==> src/rtl/mm_pkg.sv <==
package mm_pkg;

    // Defaults for the top-level parameters
    localparam int MAX_DIM_DEF   = 8;
    localparam int FRAC_BITS_DEF = 16;

    // Fixed field widths
    localparam int ACT_W  = 2;
    localparam int IDX_W  = 3;
    localparam int VAL_W  = 32;
    localparam int PROD_W = 2 * VAL_W;
    localparam int CFG_W  = 4;
    localparam int CFG_IDX_W = 2;

    // Item actions
    localparam logic [ACT_W-1:0] ACT_WR_FIRST  = 2'd0;
    localparam logic [ACT_W-1:0] ACT_WR_SECOND = 2'd1;
    localparam logic [ACT_W-1:0] ACT_COMPUTE   = 2'd2;

    // Configuration register indexes
    localparam logic [CFG_IDX_W-1:0] REG_ROWS_FIRST  = 2'd0;
    localparam logic [CFG_IDX_W-1:0] REG_INNER_SIZE  = 2'd1;
    localparam logic [CFG_IDX_W-1:0] REG_COLS_SECOND = 2'd2;

    // Configuration reset values
    localparam logic [CFG_W-1:0] ROWS_FIRST_RST  = 4'd6;
    localparam logic [CFG_W-1:0] INNER_SIZE_RST  = 4'd6;
    localparam logic [CFG_W-1:0] COLS_SECOND_RST = 4'd1;

    // Saturation limits
    localparam logic [VAL_W-1:0] VAL_MAX = 32'h7fff_ffff;
    localparam logic [VAL_W-1:0] VAL_MIN = 32'h8000_0000;

    // Control for one term entering the multiply-accumulate unit
    typedef struct packed {
        logic valid;
        logic first;
        logic last;
    } mac_ctl_t;

endpackage

==> src/rtl/mm_store.sv <==
module mm_store #(
    parameter int DEPTH = mm_pkg::MAX_DIM_DEF * mm_pkg::MAX_DIM_DEF,
    parameter int AW    = $clog2(DEPTH)
) (
    input  logic                            clk,
    input  logic                            wr_en,
    input  logic [AW-1:0]                   wr_addr,
    input  logic signed [mm_pkg::VAL_W-1:0] wr_data,
    input  logic [AW-1:0]                   rd_addr,
    output logic signed [mm_pkg::VAL_W-1:0] rd_data
);

    logic signed [mm_pkg::VAL_W-1:0] mem [DEPTH];
    logic signed [mm_pkg::VAL_W-1:0] rd_data_reg;

    always_ff @(posedge clk)
    begin
        if (wr_en)
        begin
            mem[wr_addr] <= wr_data;
        end
    end

    always_ff @(posedge clk)
    begin
        rd_data_reg <= mem[rd_addr];
    end

    assign rd_data = rd_data_reg;

endmodule

==> config.mk <==
export PLATFORM = sky130hd
export DESIGN_NAME = mm_store
export DESIGN_NICKNAME = d
export VERILOG_FILES = /design/src/rtl/mm_pkg.sv /design/src/rtl/mm_store.sv
export SDC_FILE = /design/constraint.sdc
export NUM_CORES = 2
export LEC_CHECK = 0
export CORE_MARGIN = 5
export CORE_UTILIZATION = 25
export CTS_BUF_LIST = sky130_fd_sc_hd__clkbuf_2
export DETAILED_ROUTE_END_ITERATION = 8
export DONT_BUFFER_PORTS = 1
export GPL_TIMING_DRIVEN = 0
export PLACE_DENSITY_LB_ADDON = 0.3
export SLEW_MARGIN = 5
export SYNTH_ARGS = -nofsm -noshare
export SYNTH_HDL_FRONTEND = slang
export SYNTH_SLANG_ARGS = --single-unit
==> constraint.sdc <==
create_clock -name clk -period 4.4 [get_ports clk]
set_input_delay 0.44 -clock clk [delete_from_list [all_inputs] [get_ports clk]]
set_output_delay 0.44 -clock clk [all_outputs]
set_load 0.005 [all_outputs]
==> metrics.md <==
| Metric | Value |
|---|---|
| Run status | `finished clean` |
| GRT Overall Usage | `15.9%` |
| Clk buf depth | `4` |
| Crit path max fanout | `10` |
| Post-synthesis mux area share | `16.8%` |
| Combinational Power Share | `6.9%` |
| Die Span X | `570 µm` |
| # H-tree levels | `6` |
| Synth Area in Compound Gates | `1.67%` |
| Net Sw Power | `0.00972 W` |
| # port buffers | `0` |
| Vias | `41.5k` |
| Leak pwr | `29.6 nW` |
| CTS tree | `built` |
| Final nets | `4173` |
| Pwr Density | `401 mW/mm²` |
| Clock slew at reported path FFs | `0.10 ns` |
| DR pass1 iterations | `5` |
| CP startpoint kind | `primary input` |
| Area grow syn2layout | `19.3%` |
| Average wire per standard cell | `30.7 µm` |
| Endpoints failing setup | `0` |
| Hold WC Path Type | `in -> reg` |
| Simple-Gate Fraction of Synth Area | `1.27%` |
| Tot Pwr | `0.0376 W` |
| Period utilization | `89.5%` |
| Worst Path Buf+Inv | `5` |
| Number of distinct library cells after synthesis | `34` |
| Total gr overflow | `0` |
| Fill cell count | `30.6k` |
| Worst EP required | `5.79 ns` |
| Post-synthesis net count | `3370` |
| Drt total wl | `265000 µm` |
| HPWL Detailed | `168000 µm` |
| Adder-Cell Fraction of Synth Area | `0%` |
| Clk pwr share | `34.7%` |
| Seq/Total Area, Yosys | `79.1%` |
| Mean number of vias per cell | `4.80` |
| Critical path's largest stage delay | `0.80 ns` |
| Sink Count | `2080` |
| Starting DRT DRC Count | `5204` |
| Share of post-route cells with drive strength above 1 | `38.2%` |
| Post-Synth XOR/XNOR Area | `0%` |
| IO Count | `78` |
| Initial antenna violation count | `32` |
| Crit path DAT | `5.33 ns` |
| Final Slew Violations | `0` |
| Critical path class | `in -> reg` |
| CP max-delay cell | `nor2_1` |
| GPL Wtd Cong | `0.827` |
| Setup skew after layout | `0.211 ns` |
| Hold_ws | `0.249 ns` |
| Max FFs per register | `2048` |
| Worst-margin pin slew | `1.42 ns` |
| Drc violations | `0` |
| Detail Route Antenna Nets | `0` |
| RSZ-0062 raised after global routing | `false` |
| P_int | `0.0279 W` |
| Vias in the first global route | `41.9k` |
| Post-CTS setup buffer count | `0` |
| Post-Syn Area | `0.0785 mm²` |
| Top delay family on crit path | `buffers and inverters` |
| Clk Latency, worst-skew pair | `1.69 ns` |
| Switching share of power | `25.8%` |
| Maximum Capacitance Violations | `0` |
| Syn_area_per_cell | `23.6 µm²` |
| #FFs+latches synth | `2080` |
| Die ar. | `0.325 mm²` |
| Rows | `205` |
| Max-slew headroom | `5.46%` |
| Initial cell density of the core | `25.1%` |
| Largest net degree at the start of global routing | `65` |
| VDD IR max | `174 µV` |
| Largest family of logic cells by synthesized area | `multiplexers` |
| Reg2reg setup slack | `1.47 ns` |
| Mapped Cells | `3324` |
| CTS Buf Count | `548` |
| First-pass GRT wire length | `356000 µm` |
| Warnings from Yosys | `0` |
| Core Box Area | `0.312 mm²` |
| Crit end category | `flop` |
| Die H | `570 µm` |
| Fmax | `254 MHz` |
| Final Hold Vio Count | `0` |
| CP cell instances | `dlygate4sd3_1, clkbuf_1, buf_2, or2_1, buf_1, clkbuf_1, o22ai_1, nor2_1, a21oi_1, nor2_1` |
| Flop pwr share | `58.4%` |
| Min cycle time layout | `3.94 ns` |
| CTS root buf | `clkbuf_2` |
-- power by group through the flow --
stage / Clock [W] / Sequential [W] / Combinational (W)
6_report: 0.0131 / 0.0220 / 0.00260
4_1_cts: 0.0134 / 0.0220 / 0.00263
5_1_grt: 0.0145 / 0.0220 / 0.00269
3_5_place_dp: 0 / 0.0224 / 0.00199
3_3_place_gp: 0 / 0.0224 / 0.00194
2_1_floorplan: 0 / 0.0224 / 0.00107
-- area by class of cell --
type | count | area (µm²) | share of cell area (%)
sequential | 2080 | 62100 | 66.3
multi-input combinational | 1062 | 16000 | 17.0
tap | 4140 | 5180 | 5.53
timing repair buffer | 253 | 4860 | 5.19
clock buffer | 787 | 3940 | 4.21
buffer | 182 | 893 | 0.954
clock inverter | 109 | 629 | 0.672
antenna | 24 | 60.1 | 0.0641
-- final timing paths --
| check | from | end | cells past startpoint |
|---|---|---|---|
| setup / recovery | rd_addr[2] | rd_data[22]$_DFF_P_ | 10 |
| hold / removal | rd_addr[3] | rd_data[8]$_DFF_P_ | 5 |
| setup reg to reg | mem[54][2]$_DFFE_PP_ | rd_data[2]$_DFF_P_ | 5 |
| hold reg to reg | mem[12][17]$_DFFE_PP_ | rd_data[17]$_DFF_P_ | 4 |
-- layer usage --
metal  part of all wire (%)  global-route usage [%]
met1                     40                    20.7
met2                     48                    26.0
met3                    8.0                    3.58
met4                    4.1                    6.32
met5                  0.026                       0
-- worst register-to-register path, cell delays in order, from the launching register on --
cell      delay [ns]
edfxtp_1        0.36
mux4_2          0.47
o22ai_1         0.16
nor2_1          0.19
a21oi_1         0.94
nor2_1          0.40
-- cell families (layout without fill, tap and decap cells) --
kind of cell	Yosys count	in the layout
mux	637	637
compound gates	202	202
buf+inv	182	1331
flops	2080	2080
simple gates	223	223
other cells	0	24
-- synth_stat cells --
cell	instances	area, µm²
buf_2	57	285
nor2b_1	15	93.8
o22ai_1	84	526
mux4_2	544	12300
a311oi_1	8	70.1
or2_1	1	6.26
or3_1	3	18.8
buf_1	21	78.8
clkbuf_1	74	278
or2_0	1	6.26
a22oi_1	12	90.1
a31oi_1	1	6.26
nand2b_1	8	50.1
nand3_1	5	25.0
nor2_1	137	514
and2_1	2	12.5
nor3_1	7	35.0
mux2i_1	93	931
or2_2	1	6.26
o221ai_1	27	236
nand4b_1	1	8.76
a21oi_1	62	310
nand2_1	26	97.6
or3b_2	3	26.3
buf_6	5	56.3
dfxtp_1	32	641
buf_4	25	188
o32ai_1	4	35.0
a41o_1	4	40.0
and3_1	4	25.0
nand3b_1	5	37.5
nand4_1	2	12.5
or3b_1	2	17.5
edfxtp_1	2048	61500
-- cells in the final DEF, fill, tap and decap left out, types with 12 or more instances in the layout --
master / netlist / final
buf_4: 25 / 27
buf_12: 0 / 67
dfxtp_1: 32 / 32
buf_16: 0 / 94
nand2_1: 26 / 26
mux2i_1: 93 / 93
o22ai_1: 84 / 84
inv_2: 0 / 16
diode_2: 0 / 24
dlygate4sd3_1: 0 / 82
clkbuf_1: 74 / 69
nor2_4: 0 / 62
buf_1: 21 / 20
nor2_1: 137 / 75
mux4_2: 544 / 544
edfxtp_1: 2048 / 2048
buf_2: 57 / 58
clkinv_1: 0 / 64
a21oi_1: 62 / 62
clkbuf_2: 0 / 792
nor2b_1: 15 / 15
o221ai_1: 27 / 27
a22oi_1: 12 / 12
-- timing repair --
| item | in CTS | in global routing |
|---|---|---|
| hold buffers | 147 | 0 |
| hold endpoints to repair | 3627 | 0 |
| resized for setup | 0 | 0 |
-- metrics by stage --
| stage | setup WS (ns) | std cells | cell area, µm² | util, % | setup TNS [ns] |
|---|---|---|---|---|---|
| after global placement | -3.19 | 7464 | 83700 | 26.8 | -2688.63 |
| final | 0.460 | 8637 | 93700 | 30.0 | 0 |
| after floorplan | 0.800 | 3324 | 78500 | - | 0 |
| after global routing | 0.768 | 8630 | 93700 | 30.0 | 0 |
| after CTS | 0.938 | 8613 | 93600 | 30.0 | 0 |
| after detailed placement | -0.806 | 7570 | 86400 | 27.7 | -5.89 |
No activity file was read; power rests on OpenSTA's default activity.
