$ cat src/rtl/mm_pkg.sv
package mm_pkg;

    // Defaults for the top-level parameters
    localparam int MAX_DIM_DEF   = 8;
    localparam int FRAC_BITS_DEF = 16;

    // Fixed field widths
    localparam int ACT_W  = 2;
    localparam int IDX_W  = 3;
    localparam int VAL_W  = 32;
    localparam int PROD_W = 2 * VAL_W;
    localparam int CFG_W  = 4;
    localparam int CFG_IDX_W = 2;

    // Item actions
    localparam logic [ACT_W-1:0] ACT_WR_FIRST  = 2'd0;
    localparam logic [ACT_W-1:0] ACT_WR_SECOND = 2'd1;
    localparam logic [ACT_W-1:0] ACT_COMPUTE   = 2'd2;

    // Configuration register indexes
    localparam logic [CFG_IDX_W-1:0] REG_ROWS_FIRST  = 2'd0;
    localparam logic [CFG_IDX_W-1:0] REG_INNER_SIZE  = 2'd1;
    localparam logic [CFG_IDX_W-1:0] REG_COLS_SECOND = 2'd2;

    // Configuration reset values
    localparam logic [CFG_W-1:0] ROWS_FIRST_RST  = 4'd6;
    localparam logic [CFG_W-1:0] INNER_SIZE_RST  = 4'd6;
    localparam logic [CFG_W-1:0] COLS_SECOND_RST = 4'd1;

    // Saturation limits
    localparam logic [VAL_W-1:0] VAL_MAX = 32'h7fff_ffff;
    localparam logic [VAL_W-1:0] VAL_MIN = 32'h8000_0000;

    // Control for one term entering the multiply-accumulate unit
    typedef struct packed {
        logic valid;
        logic first;
        logic last;
    } mac_ctl_t;

endpackage

$ cat src/rtl/mm_mac.sv
module mm_mac #(
    parameter int MAX_DIM   = mm_pkg::MAX_DIM_DEF,
    parameter int FRAC_BITS = mm_pkg::FRAC_BITS_DEF
) (
    input  logic                            clk,
    input  logic                            rst_n,
    input  mm_pkg::mac_ctl_t                ctl,
    input  logic signed [mm_pkg::VAL_W-1:0] a_data,
    input  logic signed [mm_pkg::VAL_W-1:0] b_data,
    output logic                            res_done,
    output logic signed [mm_pkg::VAL_W-1:0] res_value
);

    // Room for the exact sum of MAX_DIM full products
    localparam int ACC_W = mm_pkg::PROD_W + $clog2(MAX_DIM);
    localparam int VW    = mm_pkg::VAL_W;

    mm_pkg::mac_ctl_t ctl_d1_reg;
    mm_pkg::mac_ctl_t ctl_d2_reg;
    logic             acc_done_reg;
    logic             res_done_reg;

    logic signed [mm_pkg::PROD_W-1:0] prod_reg;
    logic signed [mm_pkg::PROD_W-1:0] prod_next;
    logic signed [ACC_W-1:0]          acc_reg;
    logic signed [ACC_W-1:0]          acc_next;
    logic signed [ACC_W-1:0]          shifted;
    logic        [ACC_W-VW:0]         upper;
    logic signed [VW-1:0]             res_reg;
    logic signed [VW-1:0]             res_next;

    assign prod_next = mm_pkg::PROD_W'(a_data) * mm_pkg::PROD_W'(b_data);
    assign acc_next  = (ctl_d2_reg.first ? '0 : acc_reg) + ACC_W'(prod_reg);

    // Floor shift, then clamp to the signed word range
    always_comb
    begin
        shifted = acc_reg >>> FRAC_BITS;
        upper   = shifted[ACC_W-1:VW-1];
        if ((&upper) || !(|upper))
        begin
            res_next = shifted[VW-1:0];
        end
        else if (shifted[ACC_W-1])
        begin
            res_next = mm_pkg::VAL_MIN;
        end
        else
        begin
            res_next = mm_pkg::VAL_MAX;
        end
    end

    always_ff @(posedge clk or negedge rst_n)
    begin
        if (!rst_n)
        begin
            ctl_d1_reg   <= '0;
            ctl_d2_reg   <= '0;
            acc_done_reg <= 1'b0;
            res_done_reg <= 1'b0;
        end
        else
        begin
            ctl_d1_reg   <= ctl;
            ctl_d2_reg   <= ctl_d1_reg;
            acc_done_reg <= ctl_d2_reg.valid && ctl_d2_reg.last;
            res_done_reg <= acc_done_reg;
        end
    end

    always_ff @(posedge clk)
    begin
        if (ctl_d1_reg.valid)
        begin
            prod_reg <= prod_next;
        end
        if (ctl_d2_reg.valid)
        begin
            acc_reg <= acc_next;
        end
        // Hold the result until the next element completes
        if (acc_done_reg)
        begin
            res_reg <= res_next;
        end
    end

    assign res_done  = res_done_reg;
    assign res_value = res_reg;

endmodule

$ cat config.mk
export PLATFORM = sky130hd
export DESIGN_NAME = mm_mac
export DESIGN_NICKNAME = d
export VERILOG_FILES = /design/src/rtl/mm_pkg.sv /design/src/rtl/mm_mac.sv
export SDC_FILE = /design/constraint.sdc
export NUM_CORES = 2
export LEC_CHECK = 0
export BUFFER_PORTS_ARGS = -buffer_cell sky130_fd_sc_hd__buf_2
export CAP_MARGIN = 10
export CORE_MARGIN = 5
export CORE_UTILIZATION = 65
export CTS_CLUSTER_SIZE = 12
export DETAILED_ROUTE_END_ITERATION = 8
export MAX_ROUTING_LAYER = met4
export PLACE_DENSITY_LB_ADDON = 0.08
export SETUP_SLACK_MARGIN = 0.15
export SYNTH_ARGS = -nofsm -noshare
export SYNTH_HDL_FRONTEND = slang
export SYNTH_SLANG_ARGS = --single-unit
$ cat constraint.sdc
create_clock -name clk -period 4.4 [get_ports clk]
set_clock_uncertainty 0.05 [all_clocks]
set_input_delay 0.44 -clock clk [delete_from_list [all_inputs] [get_ports clk]]
set_output_delay 0.44 -clock clk [all_outputs]
set_load 0.1 [all_outputs]
==> flow_metrics.tcl <==
set metrics [dict create \
    status "finished with violations" \
    violations "negative setup slack" \
    ys_seq_area_frac 0.111 \
    drc 0 \
    io_buffer_count 101 \
    cts_sinks 171 \
    cts-root-buf "clkbuf_16" \
    hold_class "input pin to register" \
    wl_met1_um 49300 \
    r2r_start "ctl_d2_reg[1]" \
    drt_iter0_markers 2511 \
    fin_cells 6210 \
    rows 97 \
    io_pins 102 \
    initial_utilization 0.655 \
    yosys-top-cells-count "fa_1, inv_1, nand2_1" \
    fin_crit_ps 7280 \
    synth_seq_cells 171 \
    synth_fp_nets 6169 \
    hp-start "ctl[2]" \
    report.final.slew_viol_count 0 \
    arrival_ps 7420 \
    fin_area_sq_mm 0.0550 \
    drt_pass1_iterations 6 \
    holdPathEnd "ctl_d1_reg[2]" \
    layout.nets 6659 \
    die_w_um 275 \
    antenna_found_initial 0 \
    rsz0062_at_grt "yes" \
    worstSetupPathType "input pin to register" \
    gp_congestion 1.02 \
    r2r_end "acc_reg[62]" \
    wl_met2_um 58600 \
    ys_top_cells_by_area "fa_1, edfxtp_1, inv_1" \
    max_freq_mhz 137 \
    cp-end-kind "register" \
    fill_cells 4619 \
    clk_latency_ps 450 \
    clkTransAtPathRegs_ps 70 \
    drt.antenna.violating_nets 0 \
    cts_buffers 17 \
    grt_pass1_wl_um 198000 \
    track_usage 0.343 \
    cts_tree "built" \
    wl_per_cell_um 19.7 \
    grt_max_degree 59 \
    grt_pass1_vias 37600 \
    vias_per_cell 5.59 \
    largest_reg_flops 67 \
    maxUsedRoutingLayer "met4" \
    yosysTopAreaCellShare 0.474 \
    max_stage_delay_ps 560 \
    cp_max_fo 5 \
    required_ps 4550 \
    synth_ff_type "edfxtp_1" \
    synthArstFlopShare 0.0468 \
    hold_violations 0 \
    cp_top_family "adder cells" \
    fin_ws_ps -2880 \
    worst_slew_margin_rel 0.253 \
    place_area_sq_mm 0.0513 \
    yosysMostFrequentCell "fa_1" \
    avgSynthCellArea_sq_um 9.60 \
    grt-ovfl-total 0 \
    dr_wl_met3_um 10800 \
    routed_wirelength_um 123000 \
    r2r_slack_ps 290 \
    tightest_slew_ps 1120 \
    startpoint_type "input pin" \
    antennaDiodeCount 0 \
    cpMostUsedCell "fa_1" \
    synth_edf_count 163 \
    htreeDepth 4 \
    layout-drive-gt1-share 0.210 \
    place_hpwl_um 101000 \
    yosysWarnings 0 \
    reg2regPathDepth 17 \
    area_growth_pct 20.2 \
    crit_slowest_cell "fa_2" \
    num_vias 34700 \
    die_h_um 275 \
    postSynthCellCount 4767 \
    syn_area_sq_mm 0.0458 \
    setup_viol 56 \
    pre_cts_ws_ps -3600 \
    cp_num_buf_inv 11 \
    yosysTopAreaCell "fa_1" \
    ys_types 67 \
    place_inst 6068 \
    ctsLongestPathBuffers 2 \
    dieArea_sq_mm 0.0758 \
    holdPathStages 1 \
    core-area_sq_mm 0.0699 \
    maxCapViolCount 0 \
    fin_crit_sh 1.65 \
]
[worst reg2reg max path: stages (launching register included)]
cell and delay [ps]:
dfrtp_2 470, nor2b_2 130, ha_2 210, inv_2 50, fa_2 360, and2b_2 250, o2111ai_2 120, a21o_1 220
a21bo_2 240, a2111oi_4 320, o21ai_2 170, a211oi_4 260, buf_6 150, a41oi_4 120, o31ai_4 370, buf_4 190
a211o_2 120, o21ai_1 60
[repair_timing]
item | in CTS | in global routing
setup buffers | 60 | 39
hold endpoints to repair | 8 | 0
gates resized for setup | 328 | 202
gates cloned | 5 | 5
setup endpoints to repair | 63 | 70
hold buffers | 1 | 0
pin swaps | 107 | 121
[final cells by class]
type,count,area (sq um),share of cell area
timing repair buffer,704,6480,0.118
multi-input combinational,3320,37800,0.686
tap,940,1180,0.0214
clock buffer,17,425,0.00773
inverter,1043,3920,0.0713
clock inverter,15,150,0.00273
sequential,171,5100,0.0927
[cell families after synthesis]
family | share of synthesized area
compound gates | 0.0645
xor+xnor | 0.0256
fa+ha+maj | 0.542
buf+inv | 0.105
flops | 0.111
mux | 0.000437
simple gates | 0.152
[through the flow]
stage                util  hold slack [ps]  setup TNS, ps
CTS                 0.769             40.5        -121340
detailed placement  0.733              240        -159390
finish              0.787             48.3        -128830
floorplan               -             94.4        -111010
global route        0.787             39.1        -138780
global placement    0.733              233        -154700
[layout by cell type, fill, tap and decap left out, types with 58 or more instances in the layout]
| master | Yosys | layout |
|---|---|---|
| a21o_1 | 72 | 72 |
| a21oi_1 | 152 | 115 |
| and2_1 | 528 | 470 |
| and2_4 | 0 | 58 |
| buf_4 | 0 | 454 |
| buf_6 | 0 | 120 |
| edfxtp_1 | 163 | 163 |
| fa_1 | 1083 | 1020 |
| fa_2 | 0 | 63 |
| ha_1 | 250 | 205 |
| inv_1 | 1042 | 1007 |
| nand2_1 | 564 | 542 |
| nor2_1 | 112 | 105 |
| o21ai_0 | 111 | 75 |
| xnor2_1 | 90 | 74 |
[per-layer routing]
metal / GRT usage / up-vias
met2: 0.551 / 1446
met1: 0.462 / 17700
met4: 0.0874 / 0
met3: 0.0608 / 316
met5: - / -
li1: - / 15200
[worst max path at each step]
stage	startpoint	end	slack, ps	cells after the start
floorplan	b_data[7]	prod_reg[60]	-3040	28
global placement	b_data[2]	prod_reg[56]	-3510	25
detailed placement	b_data[9]	prod_reg[56]	-3600	30
CTS	b_data[5]	prod_reg[61]	-2800	28
global route	b_data[21]	prod_reg[60]	-3110	29
finish	b_data[5]	prod_reg[61]	-2880	32
Power is left out: the tool's default activity adds up to more than one toggle a clock period on the data nets, which glitch-free logic cannot reach.
